`src/r64d_pkg.sv`:
```
// Shared types, codes and decode/CRC functions for the radix-64 armor deframer.
package r64d_pkg;

   localparam logic [23:0] CRC_INIT = 24'hb704ce;
   localparam logic [24:0] CRC_POLY = 25'h1864cfb;

   // Header layout: octets 0..2 stored CRC, 3..6 payload length.
   localparam int HDR_CRC_OCTETS = 3;
   localparam int HDR_OCTETS     = 7;

   typedef enum logic [2:0] {
      ST_OK        = 3'd0,
      ST_LEN_MOD4  = 3'd1,
      ST_SHORT     = 3'd2,
      ST_CRC_BAD   = 3'd3,
      ST_LEN_FIELD = 3'd4
   } status_type;

   // One queue entry: up to three payload octets plus an optional status item.
   typedef struct packed {
      logic [2:0]      emit;
      logic [2:0][7:0] octets;
      logic            has_status;
      status_type      status;
   } job_type;

   function automatic logic [5:0] sextet_of(input logic [7:0] c);
      logic [5:0] s;
      s = 6'd0;
      if (c >= 8'h41 && c <= 8'h5a) begin        // A-Z
         s = 6'(c - 8'h41);
      end else if (c >= 8'h61 && c <= 8'h7a) begin // a-z
         s = 6'(c - 8'h61 + 8'd26);
      end else if (c >= 8'h30 && c <= 8'h39) begin // 0-9
         s = 6'(c - 8'h30 + 8'd52);
      end else if (c == 8'h2b) begin               // '+'
         s = 6'd62;
      end else if (c == 8'h2f) begin               // '/'
         s = 6'd63;
      end
      return s;
   endfunction

   function automatic logic [23:0] crc_byte(input logic [23:0] crc, input logic [7:0] b);
      logic [24:0] r;
      r = {1'b0, crc ^ {b, 16'h0000}};
      for (int i = 0; i < 8; i++) begin
         r = {r[23:0], 1'b0};
         if (r[24]) begin
            r = r ^ CRC_POLY;
         end
      end
      return r[23:0];
   endfunction

endpackage

```
`src/r64d_front.sv`:
```
// Front end: character decode, group assembly, header capture, CRC and status.
module r64d_front import r64d_pkg::*; #(
   parameter int COUNT_BITS = 32
) (
   input  logic       clock,
   input  logic       reset,
   input  logic       accept,
   input  logic [7:0] character,
   input  logic       final_char,
   output logic       push,
   output job_type    job
);

   logic [17:0]           pend_ff, pend_in;
   logic [1:0]            phase_ff, phase_in;
   logic [COUNT_BITS-1:0] cnt_ff, cnt_in;
   logic [23:0]           crc_ff, crc_in;
   logic [23:0]           chk_ff, chk_in;
   logic [31:0]           len_ff, len_in;
   logic [31:0]           sent_ff, sent_in;

   logic [5:0]  sext;
   logic [23:0] word;
   logic [7:0]  b;
   logic [1:0]  lsel;
   status_type  status;

   always_comb begin
      pend_in  = pend_ff;
      phase_in = phase_ff;
      cnt_in   = cnt_ff;
      crc_in   = crc_ff;
      chk_in   = chk_ff;
      len_in   = len_ff;
      sent_in  = sent_ff;
      job      = '0;
      status   = ST_OK;
      word     = '0;
      b        = '0;
      lsel     = '0;
      sext     = sextet_of(character);

      if (phase_ff != 2'd3) begin
         pend_in  = {pend_ff[11:0], sext};
         phase_in = phase_ff + 2'd1;
      end else begin
         word     = {pend_ff, sext};
         pend_in  = '0;
         phase_in = '0;
         for (int j = 0; j < 3; j++) begin
            b = word[23-8*j -: 8];
            job.octets[j] = b;
            if (cnt_in < COUNT_BITS'(HDR_CRC_OCTETS)) begin
               chk_in[8*cnt_in[1:0] +: 8] = b;
            end else begin
               crc_in = crc_byte(crc_in, b);
               if (cnt_in < COUNT_BITS'(HDR_OCTETS)) begin
                  // octet index 3..6 maps to length byte 0..3
                  lsel = cnt_in[1:0] + 2'd1;
                  len_in[8*lsel +: 8] = b;
               end else if (sent_in < len_in) begin
                  sent_in     = sent_in + 32'd1;
                  job.emit[j] = 1'b1;
               end
            end
            if (cnt_in != '1) begin
               cnt_in = cnt_in + 1'b1;
            end
         end
      end

      if (phase_in != 2'd0) begin
         status = ST_LEN_MOD4;
      end else if (cnt_in <= COUNT_BITS'(HDR_OCTETS)) begin
         status = ST_SHORT;
      end else if (crc_in != chk_in) begin
         status = ST_CRC_BAD;
      end else if (len_in == 32'd0 || len_in >= 32'(cnt_in)) begin
         status = ST_LEN_FIELD;
      end
      job.has_status = final_char;
      job.status     = final_char ? status : ST_OK;
      push           = accept && (job.emit != 3'b000 || final_char);
   end

   always_ff @(posedge clock) begin
      if (reset || (accept && final_char)) begin
         pend_ff  <= '0;
         phase_ff <= '0;
         cnt_ff   <= '0;
         crc_ff   <= CRC_INIT;
         chk_ff   <= '0;
         len_ff   <= '0;
         sent_ff  <= '0;
      end else if (accept) begin
         pend_ff  <= pend_in;
         phase_ff <= phase_in;
         cnt_ff   <= cnt_in;
         crc_ff   <= crc_in;
         chk_ff   <= chk_in;
         len_ff   <= len_in;
         sent_ff  <= sent_in;
      end
   end

endmodule

```
`src/r64d_fifo.sv`:
```
// Short job queue between front and back ends.
module r64d_fifo import r64d_pkg::*; #(
   parameter int DEPTH = 4
) (
   input  logic    clock,
   input  logic    reset,
   input  logic    push,
   input  job_type wr_data,
   output logic    full,
   input  logic    pop,
   output logic    empty,
   output job_type rd_data
);

   localparam int PW = (DEPTH > 1) ? $clog2(DEPTH) : 1;
   localparam int CW = $clog2(DEPTH + 1);

   job_type        mem_ff [DEPTH];
   logic [PW-1:0]  wr_ff, wr_in;
   logic [PW-1:0]  rd_ff, rd_in;
   logic [CW-1:0]  cnt_ff, cnt_in;
   logic           do_push, do_pop;

   assign full    = (cnt_ff == CW'(DEPTH));
   assign empty   = (cnt_ff == '0);
   assign rd_data = mem_ff[rd_ff];
   assign do_push = push && !full;
   assign do_pop  = pop && !empty;

   always_comb begin
      wr_in  = wr_ff;
      rd_in  = rd_ff;
      cnt_in = cnt_ff;
      if (do_push) begin
         wr_in = (wr_ff == PW'(DEPTH - 1)) ? '0 : wr_ff + 1'b1;
      end
      if (do_pop) begin
         rd_in = (rd_ff == PW'(DEPTH - 1)) ? '0 : rd_ff + 1'b1;
      end
      if (do_push && !do_pop) begin
         cnt_in = cnt_ff + 1'b1;
      end else if (do_pop && !do_push) begin
         cnt_in = cnt_ff - 1'b1;
      end
   end

   always_ff @(posedge clock) begin
      if (reset) begin
         wr_ff  <= '0;
         rd_ff  <= '0;
         cnt_ff <= '0;
      end else begin
         wr_ff  <= wr_in;
         rd_ff  <= rd_in;
         cnt_ff <= cnt_in;
      end
   end

   always_ff @(posedge clock) begin
      if (do_push) begin
         mem_ff[wr_ff] <= wr_data;
      end
   end

endmodule

```
`src/r64d_back.sv`:
```
// Back end: splits queued jobs into result words behind an output register.
module r64d_back import r64d_pkg::*; (
   input  logic       clock,
   input  logic       reset,
   input  logic       empty,
   input  job_type    head,
   output logic       pop,
   output logic       rsp_valid,
   input  logic       rsp_ready,
   output logic       rsp_kind,
   output logic [7:0] rsp_octet,
   output status_type rsp_status,
   output logic       rsp_last
);

   job_type    work_ff, work_in;
   logic [3:0] mask_ff, mask_in;
   logic       work_valid_ff, work_valid_in;

   logic       out_valid_ff, out_valid_in;
   logic       out_kind_ff, out_kind_in;
   logic [7:0] out_octet_ff, out_octet_in;
   status_type out_status_ff, out_status_in;
   logic       out_last_ff, out_last_in;

   logic       advance, take;
   logic [3:0] mask_rest, mask_left;

   always_comb begin
      advance   = !out_valid_ff || rsp_ready;
      take      = work_valid_ff && advance;
      mask_rest = mask_ff & (mask_ff - 4'd1);   // drop lowest pending item

      out_valid_in  = out_valid_ff;
      out_kind_in   = out_kind_ff;
      out_octet_in  = out_octet_ff;
      out_status_in = out_status_ff;
      out_last_in   = out_last_ff;

      if (advance) begin
         out_valid_in  = work_valid_ff;
         out_kind_in   = 1'b0;
         out_octet_in  = 8'd0;
         out_status_in = ST_OK;
         out_last_in   = (mask_rest == 4'd0);
         if (mask_ff[0]) begin
            out_octet_in = work_ff.octets[0];
         end else if (mask_ff[1]) begin
            out_octet_in = work_ff.octets[1];
         end else if (mask_ff[2]) begin
            out_octet_in = work_ff.octets[2];
         end else begin
            out_kind_in   = 1'b1;
            out_status_in = work_ff.status;
         end
      end

      mask_left     = take ? mask_rest : mask_ff;
      work_in       = work_ff;
      mask_in       = mask_left;
      work_valid_in = work_valid_ff;
      pop           = 1'b0;
      if (!work_valid_ff || mask_left == 4'd0) begin
         if (!empty) begin
            pop           = 1'b1;
            work_in       = head;
            mask_in       = {head.has_status, head.emit};
            work_valid_in = 1'b1;
         end else begin
            work_valid_in = 1'b0;
         end
      end
   end

   always_ff @(posedge clock) begin
      if (reset) begin
         work_valid_ff <= 1'b0;
         out_valid_ff  <= 1'b0;
         mask_ff       <= '0;
      end else begin
         work_valid_ff <= work_valid_in;
         out_valid_ff  <= out_valid_in;
         mask_ff       <= mask_in;
      end
   end

   always_ff @(posedge clock) begin
      work_ff       <= work_in;
      out_kind_ff   <= out_kind_in;
      out_octet_ff  <= out_octet_in;
      out_status_ff <= out_status_in;
      out_last_ff   <= out_last_in;
   end

   assign rsp_valid  = out_valid_ff;
   assign rsp_kind   = out_kind_ff;
   assign rsp_octet  = out_octet_ff;
   assign rsp_status = out_status_ff;
   assign rsp_last   = out_last_ff;

   a_work_nonempty: assert property (@(posedge clock) disable iff (reset)
      work_valid_ff |-> mask_ff != 4'd0)
      else $error("held job has no pending items");

   a_status_closes_run: assert property (@(posedge clock) disable iff (reset)
      out_valid_ff && out_kind_ff |-> out_last_ff)
      else $error("status word not marked last");

   a_payload_no_status: assert property (@(posedge clock) disable iff (reset)
      out_valid_ff && !out_kind_ff |-> out_status_ff == ST_OK)
      else $error("payload word carries a status code");

endmodule

```
`src/radix64_armor_deframer_crc24.sv`:
```
// Top level of the radix-64 armor deframer with CRC-24 check.
//
//  channel | dir | handshake             | contents
//  --------+-----+-----------------------+-----------------------------------------
//  req     | in  | req_tvalid/req_tready | tdata=character, tlast=final_char
//  rsp     | out | rsp_tvalid/rsp_tready | tdata=octet,status; tuser=kind;
//          |     |                       | tlast=end_of_run
//
// One character is taken per cycle; decode, header capture and the 24-bit
// unrolled CRC over a full group happen in the front end in that cycle.
// The back end delivers one result word per cycle from the job queue while
// rsp_tready is high, so a character that completes a group yields up to four
// words in turn; input stalls only when the job queue is full.
// The first result word passes the job queue, work register and output register.
// Synchronous active-high reset clears the decoder state, the queue and the
// output register; after a final character the decoder returns to reset state.
module radix64_armor_deframer_crc24 import r64d_pkg::*; #(
   parameter int COUNT_BITS  = 32,   // octet counter width, 16..32
   parameter int QUEUE_DEPTH = 4     // job queue entries
) (
   input  logic        clock,
   input  logic        reset,
   input  logic        req_tvalid,
   output logic        req_tready,
   input  logic [7:0]  req_tdata,    // [7:0] character
   input  logic        req_tlast,    // final_char
   output logic        rsp_tvalid,
   input  logic        rsp_tready,
   output logic [15:0] rsp_tdata,    // [7:0] octet, [10:8] status, [15:11] zero
   output logic        rsp_tuser,    // kind: 0 payload octet, 1 status
   output logic        rsp_tlast     // end_of_run
);

   logic       accept;
   logic       push, full, pop, empty;
   job_type    job, head;
   logic [7:0] octet;
   status_type status;

   // Front stalls only on a full queue.
   assign req_tready = !full;
   assign accept     = req_tvalid && req_tready;

   r64d_front #(.COUNT_BITS(COUNT_BITS)) u_front (
      .clock      (clock),
      .reset      (reset),
      .accept     (accept),
      .character  (req_tdata),
      .final_char (req_tlast),
      .push       (push),
      .job        (job)
   );

   r64d_fifo #(.DEPTH(QUEUE_DEPTH)) u_fifo (
      .clock   (clock),
      .reset   (reset),
      .push    (push),
      .wr_data (job),
      .full    (full),
      .pop     (pop),
      .empty   (empty),
      .rd_data (head)
   );

   r64d_back u_back (
      .clock      (clock),
      .reset      (reset),
      .empty      (empty),
      .head       (head),
      .pop        (pop),
      .rsp_valid  (rsp_tvalid),
      .rsp_ready  (rsp_tready),
      .rsp_kind   (rsp_tuser),
      .rsp_octet  (octet),
      .rsp_status (status),
      .rsp_last   (rsp_tlast)
   );

   assign rsp_tdata = {5'b00000, 3'(status), octet};

endmodule

```
`config.mk`:
```
export PLATFORM = sky130hd
export DESIGN_NAME = radix64_armor_deframer_crc24
export DESIGN_NICKNAME = d
export VERILOG_FILES = /design/src/r64d_pkg.sv /design/src/r64d_front.sv /design/src/r64d_fifo.sv /design/src/r64d_back.sv /design/src/radix64_armor_deframer_crc24.sv
export SDC_FILE = /design/constraint.sdc
export NUM_CORES = 1
export LEC_CHECK = 0
export BUFFER_PORTS_ARGS = -buffer_cell sky130_fd_sc_hd__buf_2
export CAP_MARGIN = 25
export CELL_PAD_IN_SITES_DETAIL_PLACEMENT = 1
export CELL_PAD_IN_SITES_GLOBAL_PLACEMENT = 2
export CORE_MARGIN = 2
export CORE_UTILIZATION = 38
export CTS_BUF_LIST = sky130_fd_sc_hd__clkbuf_8
export DETAILED_ROUTE_END_ITERATION = 10
export GPL_ROUTABILITY_DRIVEN = 0
export PLACE_DENSITY_LB_ADDON = 0.1
export SLEW_MARGIN = 20
export SYNTH_ARGS = -nofsm -noshare
export SYNTH_HDL_FRONTEND = slang
export SYNTH_SLANG_ARGS = --single-unit
```
`constraint.sdc`:
```
create_clock -name clock -period 9.5 [get_ports clock]
set_input_delay 0.95 -clock clock [delete_from_list [all_inputs] [get_ports clock]]
set_output_delay 0.95 -clock clock [all_outputs]
set_load 0.02 [all_outputs]
```
==> results of run 1 <==
## state kept, by name, indices dropped and copies added (netlist names), 3 cells and up, named ones only
register / cells
u_back.mask_ff: 4
u_back.rsp_octet: 8
u_back.rsp_status: 3
u_back.work_ff: 27
u_fifo.cnt_ff: 3
u_fifo.mem_ff: 124
u_front.chk_ff: 24
u_front.cnt_ff: 32
u_front.crc_ff: 24
u_front.len_ff: 32
u_front.pend_ff: 18
u_front.sent_ff: 32
## critical path, delay by kind of cell (launching register included)
kind	cells	cell delay, ns
buffers and inverters	1	0.20
and+or+nand+nor	14	3.57
DFF	1	0.45
xor gates and xnor gates	1	0.32
adders and majority gates	1	0.28
AOI/OAI and AO/OA	18	3.93
## cell usage in the layout, fill, tap and decap left out, drive strengths merged, types with 9 or more instances in the layout
master   synthesis  final
mux4            32     32
nand4           79     79
a22oi           16     16
a31oi          113    113
buf             65    217
clkinv           1     19
nor4            47     47
edfxtp         164    164
o21a            10     10
a2111oi         10     10
and3            49     49
a21oi          281    281
and4            16     16
nand2b          29     29
ha             162    162
clkbuf         152     78
and2            52     52
o22ai           10     10
xor2           136    136
nand2          248    248
a211oi         115    115
xnor2          235    235
o31ai           10     10
nor3           139    139
a21o            62     62
o2111ai         10     10
mux2i           49     49
nor2b           15     15
or2             12     12
nand3b           9      9
inv             93    119
nor3b           13     13
nor2           399    399
mux2             9      9
o211ai          34     34
dfxtp          179    179
or3             21     21
o21ai          135    135
nand3           92     92
xnor3           11     11
## kinds of logic after synthesis
| family | synth area share |
|---|---|
| DFF | 0.296 |
| AOI/OAI and AO/OA | 0.199 |
| buffers and inverters | 0.0438 |
| adders and majority gates | 0.0715 |
| xor gates and xnor gates | 0.128 |
| and+or+nand+nor | 0.215 |
| muxes | 0.0463 |
| other | 0.000130 |
## per-layer routing
layer | up-vias | global-route usage | part of all wire
met5 | - | 0 | 0
met4 | 0 | 0.119 | 0.042
met3 | 257 | 0.0444 | 0.058
met2 | 925 | 0.494 | 0.45
met1 | 13900 | 0.425 | 0.45
li1 | 12700 | - | -
## timing repair
item,in CTS,in global routing
buffers inserted,1,15
endpoints found under the setup margin,151,155
hold buffers,0,0
pin swaps,1,15
gates resized for setup,10,55
## worst min path at each step
stage	start	to	slack, ns
finish	u_front.crc_ff[2]	u_front.crc_ff[2]	0.50
global route	u_front.crc_ff[2]	u_front.crc_ff[2]	0.52
CTS	u_front.crc_ff[2]	u_front.crc_ff[2]	0.50
detailed placement	u_front.crc_ff[2]	u_front.crc_ff[2]	0.49
global placement	u_fifo.rd_ff[1]	u_fifo.rd_ff[1]	0.48
floorplan	u_back.work_valid_ff	u_back.rsp_valid	0.44
## layout make-up
class | count | share of cell area
antenna | 1 | 0.0000772
clock buffer | 77 | 0.0327
clock inverter | 45 | 0.00872
inverter | 94 | 0.0109
multi-input combinational | 2770 | 0.598
sequential | 343 | 0.263
tap | 969 | 0.0374
timing repair buffer | 218 | 0.0492
## power by group through the flow
stage / Clock (uW) / Combinational [uW] / Sequential, uW
floorplan: 0 / 1290 / 1830
global placement: 0 / 1770 / 1850
detailed placement: 0 / 1810 / 1860
CTS: 1560 / 1820 / 1820
global route: 1620 / 1970 / 1840
finish: 1520 / 1840 / 1820
## metrics by stage
step	setup WS [ns]	power (uW)	cells	setup TNS (ns)
finish	0.402	5180	4517	0
floorplan	0.642	3120	3424	0
global route	-0.0999	5440	4517	-0.591
CTS	0.0781	5210	4499	0
global placement	-0.361	3610	4374	-30.07
detailed placement	-0.485	3660	4376	-39.81
==> results by stage, run 1 <==
Die:
- For this configuration, the core starts out at a cell density of 0.385.
- The die boundary height is 279 microns.
- The initialized floorplan defines 100 standard-cell rows.
- The floorplan step set the die width to 279 microns.
- The count of boundary I/O pins is 33.
- The area of the placeable core is 74700 sq um.
- The area of the die is 77900 sq um.

Cells and area:
- The fraction of final layout cells sized beyond drive strength 1 is 0.144.
- At the end of the flow the core is filled with cells to 0.434.
- The final non-filler cell area is 32400 sq um.
- Summing all multi-input logic gate instances after layout gives 19400 sq um.
- The number of nets in the layout is 3670.
- The area added between synthesis and finish is 12.7%.
- Summing all flip-flop and latch instances after layout gives 8510 sq um.
- The number of filler instances in the final layout is 8829.

Route:
- The routed wire length is 123 mm.
- The remaining design rule violation count is 0.
- For this block, the initial DRC count from the detailed router was 2044.
- The antenna violation net count after detailed routing is 0.
- The via count normalized by instance count is 6.15.
- The first TritonRoute pass finished after 5 iterations.
- The average routed wire per standard cell is 27.3 microns.
- The via count is 27800.

Power and ir drop:
- The maximum VDD drop is 0.118 mV.
- The switching share of power is 0.377.
- In this run the static leakage power is 0.0121 uW.
- The power dissipated by switching net loads is 1950 uW.
- The share of total power dissipated in the clock network is 0.293.
- The portion of total power attributed to sequential cells is 0.351.
- Cell internal power was estimated by the tool at 3230 uW.
- The combinational share of power is 0.355.
- For this design the ratio of total power to cell area is 160 nW/um^2.

Worst setup path:
- The destination of the worst register-to-register timing path is u_fifo.mem_ff[0][2].
- The worst setup path is captured at a register.
- The maximum fanout along the worst path is 9.
- The most numerous cell type found on the critical path is sky130_fd_sc_hd__a21o_1.
- For flop-to-flop paths, the worst setup slack is 0.40 ns.
- The critical path ends at u_fifo.mem_ff[0][2].
- In this design, the stage delay of the slowest critical-path cell is 0.64 ns.
- The most critical setup path has its startpoint at u_front.cnt_ff[4].
- In this run the critical register-to-register path is launched from u_front.cnt_ff[4].
- The depth of the worst register-to-register path is 35.
- The arrival time of data at the critical path endpoint is 9.48 ns.
- The master of the slowest instance on the critical path is sky130_fd_sc_hd__nor4_2.
- At the worst endpoint, the required time is 9.88 ns.
- The path type of the worst setup path is reg2reg.
- The category of the worst setup path launch point is a register.

Min path:
- The classification of the worst-slack hold path is reg2reg.
- The cell count of the worst hold path is 2.

Timing:
- The final-layout worst hold slack is 0.495 ns.
- The transition at the pin with the smallest max-transition slack is 1.15 ns.
- The clock period minus worst slack is 9.10 ns.
- The headroom to the max-slew limit is 0.235.
- The setup violation total in the final timing report is 0.
- The achievable clock frequency is 110 MHz.
- Setup repair after global routing could not meet its margin everywhere.
- Clock skew on the completed layout was measured at 0.0559 ns.
- In the finished design, the share of the clock period the worst path needs comes to 0.958.
- The final hold violation count is 0.
- The final-report max-slew violation count is 0.

Logic synthesis:
- A synthesized cell averages 8.41 sq um.
- The number of enable flip-flop cells after synthesis is 164.
- Yosys attributes the largest share of cell area to sky130_fd_sc_hd__edfxtp_1 (17%), sky130_fd_sc_hd__dfxtp_1 (12%), sky130_fd_sc_hd__ha_1 (7.0%).
- The total standard cell area after synthesis is 28800 sq um.
- The dominant cell by count in the synthesized netlist is sky130_fd_sc_hd__nor2_1.
- For this run, asynchronously set or reset flops after synthesis account for 0.
- The share of the Yosys chip area taken by registers is 0.296.
- After synthesis, the most frequently instantiated cells are sky130_fd_sc_hd__nor2_1 (398), sky130_fd_sc_hd__a21oi_1 (280), sky130_fd_sc_hd__nand2_1 (246), sky130_fd_sc_hd__xnor2_1 (223), sky130_fd_sc_hd__dfxtp_1 (179).
- The number of warning messages in the yosys log is 0.
- The synthesized instance count is 3420.
- Counting distinct cell types in the post-synthesis netlist gives 113.
- The commonest register cell after synthesis is sky130_fd_sc_hd__dfxtp_1.
- The synthesis-stage register bit count is 343.
- Of the post-synthesis cell area, the dominant cell type holds 0.171.
- The leading area contributor after synthesis is sky130_fd_sc_hd__edfxtp_1.

GRT:
- The global-route total usage across every layer is 0.310.
- The number of antenna violations at the first check in global routing came to 6.
- The via count of the first global-routing pass is 27700.
- After global routing the overflow that remains totals 0.
- The wire length of the first global-routing pass is 183 mm.
- Entering global routing, the biggest net connects 227 pins.

Clocking:
- In this run the deepest clock path goes through 3 buffers.
- In this run the clock root is driven by a sky130_fd_sc_hd__clkbuf_8.
- Clock-pin slew was measured on the worst setup and hold paths at 0.06 ns.
- TritonCTS built the clock tree.
- The number of clock buffers inserted by TritonCTS is 67.
- Clock latency on the worst-skew pair, taken at its later pin, is 0.71 ns.
- The H-tree depth is 3.
- The number of clock sinks is 343.

Placement:
- Once placement finished, the instance area stood at 30600 sq um.
- The count of port buffers added during placement is 27.
- The final HPWL from detailed placement is 95.1 mm.

Run status:
- The flow ran to the end, and the final reports show no timing, DRC or antenna violations.

Job:
- Max-cap violations in this run came to 0.
No activity file was read; power rests on OpenSTA's default activity.
==> inputs of run 2 (changes only) <==
--- a/config.mk
+++ b/config.mk
@@ -5,7 +5,7 @@
 export SDC_FILE = /design/constraint.sdc
 export NUM_CORES = 1
 export LEC_CHECK = 0
-export BUFFER_PORTS_ARGS = -buffer_cell sky130_fd_sc_hd__buf_2
+export BUFFER_PORTS_ARGS = -buffer_cell sky130_fd_sc_hd__buf_4
 export CAP_MARGIN = 25
 export CELL_PAD_IN_SITES_DETAIL_PLACEMENT = 1
 export CELL_PAD_IN_SITES_GLOBAL_PLACEMENT = 2
==> run 2 against run 1 <==
  * Utilization is 0.35 points higher
  * Sequential cell count unchanged
  * Critical path depth rose by 1
  * Combinational power grew 2%
  * Wire length is 1.7% higher
  * Power up 1.8%
  * Die area unchanged
  * Count of clock-buffer cells in the layout decreased by 5
  * Sequential share of layout area fell by 0.20 points
  * Maximum frequency barely moved
  * Register-to-register slack about the same
  * Non-clock buffer count increased by 6
  * Largest cell class unchanged
  * Largest power group unchanged
==> results by stage, run 2 (synthesized netlist as in run 1, its figures left out) <==
Clocking:
- The deepest clock path buffer count is 3 (unchanged).
- The clock-pin slew of the registers on the worst-case setup and hold paths is 0.07 ns (about the same).
- The number of clock buffers inserted by TritonCTS is 67 (unchanged).
- The later-pin clock latency in the skew report is 0.71 ns (about the same).
- The number of clock sinks is 343 (unchanged).
- The cell at the root of the clock tree is sky130_fd_sc_hd__clkbuf_8.
- TritonCTS built the clock tree.
- The H-tree depth was 3 (unchanged).

Placement:
- The worst slack after detailed placement is -0.550 ns (-0.0655 ns).
- The final HPWL from detailed placement is 96.1 mm (+1.1%).
- The count of port buffers added during placement is 27 (unchanged).
- The placed instance area is 30600 sq um (+0.11%).

Power and ir drop:
- The total power is 5280 uW (+1.8%).
- The portion of total power attributed to sequential cells is 0.343 (-0.008).
- The combinational share of power came to 0.356 (about the same).
- The leakage dissipation is 0.0122 uW (+1.3%).
- The switching share of power is 0.376 (-0.000992).
- The power dissipated by switching net loads is 1990 uW (+1.6%).
- The internal power component was 3290 uW (+2.0%).
- The clock network fraction of total power was 0.301 (+0.008).
- The power density relative to cell area came to 162 nW/um^2 (+1.0%).
- The maximum VDD drop is 0.120 mV (+2.0%).

Route:
- The remaining design rule violation count is 0 (unchanged).
- The highest layer touched by signal routing is met4.
- The sum of met3 wire segment lengths after detailed routing is 7.58 mm (+5.2%).
- The routed metal-1 wire length is 56.1 mm (+0.68%).
- The antenna violation net count after detailed routing is 0 (unchanged).
- The detailed-router iteration count before antenna repair is 5 (unchanged).
- The routed wire length is 126 mm (+1.7%).
- The via count normalized by instance count is 6.17 (+0.44%).
- The amount of wire on met2 after detailed routing is 56.6 mm (+2.1%).
- The average routed wire per standard cell is 27.8 microns (+1.6%).
- The via count came to 27900 (+0.53%).
- The DRC violation total after the first TritonRoute iteration is 2370 (+16%).

Min path:
- The min-delay analysis places its worst path in the category reg2reg.
- The cell count of the worst hold path is 2 (unchanged).
- The startpoint of the most critical hold path is u_back.work_valid_ff.
- The end point of the worst hold path is u_back.rsp_valid.

Cells and area:
- The number of nets in the layout is 3676 (+0.16%).
- The total area of sequential cells came to 8510 sq um (about the same).
- The commonest non-fill, non-tap cell in the layout is sky130_fd_sc_hd__nor2_1.
- In the layout the commonest cells are sky130_fd_sc_hd__nor2_1 (394), sky130_fd_sc_hd__a21oi_1 (274), sky130_fd_sc_hd__nand2_1 (240).
- The area added between synthesis and finish is 13.6%.
- The register with the most flip-flops is u_fifo.mem_ff.
- The combined area of the multi-input logic cells is 19500 sq um (+0.55%).
- The final non-filler cell area is 32700 sq um (+0.80%).
- The fraction of final layout cells sized beyond drive strength 1 is 0.151 (+0.00716).
- The number of filler instances in the final layout came to 8849 (+0.23%).
- The flip-flop count of the largest register after layout came to 124 (unchanged).
- The core utilization of the finished layout is 0.438 (+0.00348).

Timing:
- The setup clock skew after layout is 0.0607 ns (+0.00483 ns).
- The final-layout worst hold slack is 0.465 ns (-0.0305 ns).
- The transition at the pin with the smallest max-transition slack is 1.02 ns (-0.131 ns).
- The setup violation total in the final timing report is 0 (unchanged).
- The final-report max-slew violation count came to 0 (unchanged).
- The final hold violation count was 0 (unchanged).
- The headroom to the max-slew limit is 0.322 (+0.0871).
- The final critical-path share of the clock period came to 0.958 (about the same).
- The clock period minus worst slack was 9.10 ns (+0.00502 ns).
- The setup slack after layout was 0.397 ns (-0.00502 ns).
- The achievable clock frequency is 110 MHz (about the same).

Die:
- The effective utilization at floorplan was 0.385 (unchanged).
- The count of boundary I/O pins was 33 (unchanged).
- The area of the placeable core is 74700 sq um (unchanged).
- The die extent in x was 279 microns (unchanged).
- The area of the die is 77900 sq um (unchanged).
- The die boundary height is 279 microns (unchanged).
- The standard-cell row count is 100 (unchanged).

Worst setup path:
- The setup slack on the worst flop-to-flop path was 0.40 ns (about the same).
- The critical path is of the reg2reg type.
- The critical path's top delay family is compound AO/OA/AOI/OAI gates.
- The category of the worst setup path launch point is a register.
- The destination of the worst register-to-register timing path is u_fifo.cnt_ff[2].
- The largest incremental delay on the critical path is 0.60 ns (-0.04 ns).
- Among all stages on the critical path, the largest delay is contributed by sky130_fd_sc_hd__dfxtp_1.
- The depth of the worst register-to-register path came to 36 (+2.9%).
- The buffer and inverter count on the worst path is 3 (+2).
- The arrival time of data at the critical path endpoint was 9.75 ns (+0.27 ns).
- The maximum fanout along the worst path is 8 (-1).
- The type of destination of the critical path is a register.
- The required time of the critical path is 10.14 ns (+0.26 ns).
- The worst register-to-register path begins at u_front.cnt_ff[17].

Run status:
- The run finished with clean final reports.

GRT:
- The via count of the first global-routing pass was 28000 (+1.3%).
- The global route total overflow is 0 (unchanged).
- The wire length of the first global-routing pass was 186 mm (+1.4%).
- The largest net degree at the start of global routing is 98 (-57%).
- The number of antenna violations at the first check in global routing was 4 (-2).
- The global-route total usage across every layer is 0.316 (+0.00542).

Job:
- The max-cap violation count is 0 (unchanged).
run 2: changes by cell type in the layout (fill, tap and decap cells not counted), moves of 4 or more:
cell                       before  now
sky130_fd_sc_hd__buf_2         28    1
sky130_fd_sc_hd__buf_4        185  219
sky130_fd_sc_hd__clkbuf_8      77   72
sky130_fd_sc_hd__nor3_2        15   10
sky130_fd_sc_hd__nor3_4         3    9
sky130_fd_sc_hd__o21ai_2        0    4
sky130_fd_sc_hd__xnor2_2       25   21
run 2: how the worst max path moves through the flow:
stage	start	end	cells after the start
6_report	u_front.cnt_ff[17]	u_fifo.cnt_ff[2]	36
5_1_grt	u_front.sent_ff[8]	u_fifo.cnt_ff[2]	43
4_1_cts	u_front.cnt_ff[28]	u_fifo.mem_ff[1][2]	39
3_5_place_dp	u_front.len_ff[1]	u_fifo.cnt_ff[2]	47
3_3_place_gp	u_front.cnt_ff[18]	u_fifo.cnt_ff[2]	46
2_1_floorplan	u_front.len_ff[17]	u_fifo.cnt_ff[2]	48
run 2: metrics by stage:
step                      cells  TNS (ns)
final                      4521         0
after global routing       4521    -0.169
after CTS                  4496         0
after floorplan            3424         0
after global placement     4372    -35.10
after detailed placement   4372    -48.35
run 2: layer usage:
metal	global-route usage	vias up
met1	0.433	13900
met2	0.503	992
met5	0	-
li1	-	12700
met3	0.0429	264
met4	0.124	0
run 2: power by group through the flow:
stage	Sequential (uW)	Clock, uW	Combinational [uW]
after global routing	1830	1690	2020
after floorplan	1830	0	1290
after global placement	1830	0	1810
final	1810	1590	1880
after CTS	1810	1630	1850
after detailed placement	1840	0	1840
run 2: worst register-to-register path: cells and delay by family, from the launching register on:
family	cells	cell delay [ns]
flops	1	0.60
compound gates	12	2.96
simple gates	14	2.94
fa+ha+maj	4	1.29
buf+inv	3	0.42
xor+xnor	3	0.88
run 2: timing repair:
| item | 4_1_cts | 5_1_grt |
|---|---|---|
| setup endpoints to repair | 148 | 162 |
| buffers inserted | 4 | 21 |
| pin swaps | 3 | 28 |
| resized for setup | 14 | 83 |
| hold buffers | 0 | 0 |
run 2: cell type report:
| type | count | share of cell area |
|---|---|---|
| clock inverters | 48 | 0.0118 |
| diodes | 1 | 0.0000766 |
| well taps | 969 | 0.0371 |
| flip-flops and latches | 343 | 0.261 |
| inverters | 94 | 0.0108 |
| multi-input cells | 2770 | 0.597 |
| clock buffers | 72 | 0.0303 |
| repair buffers | 224 | 0.0524 |
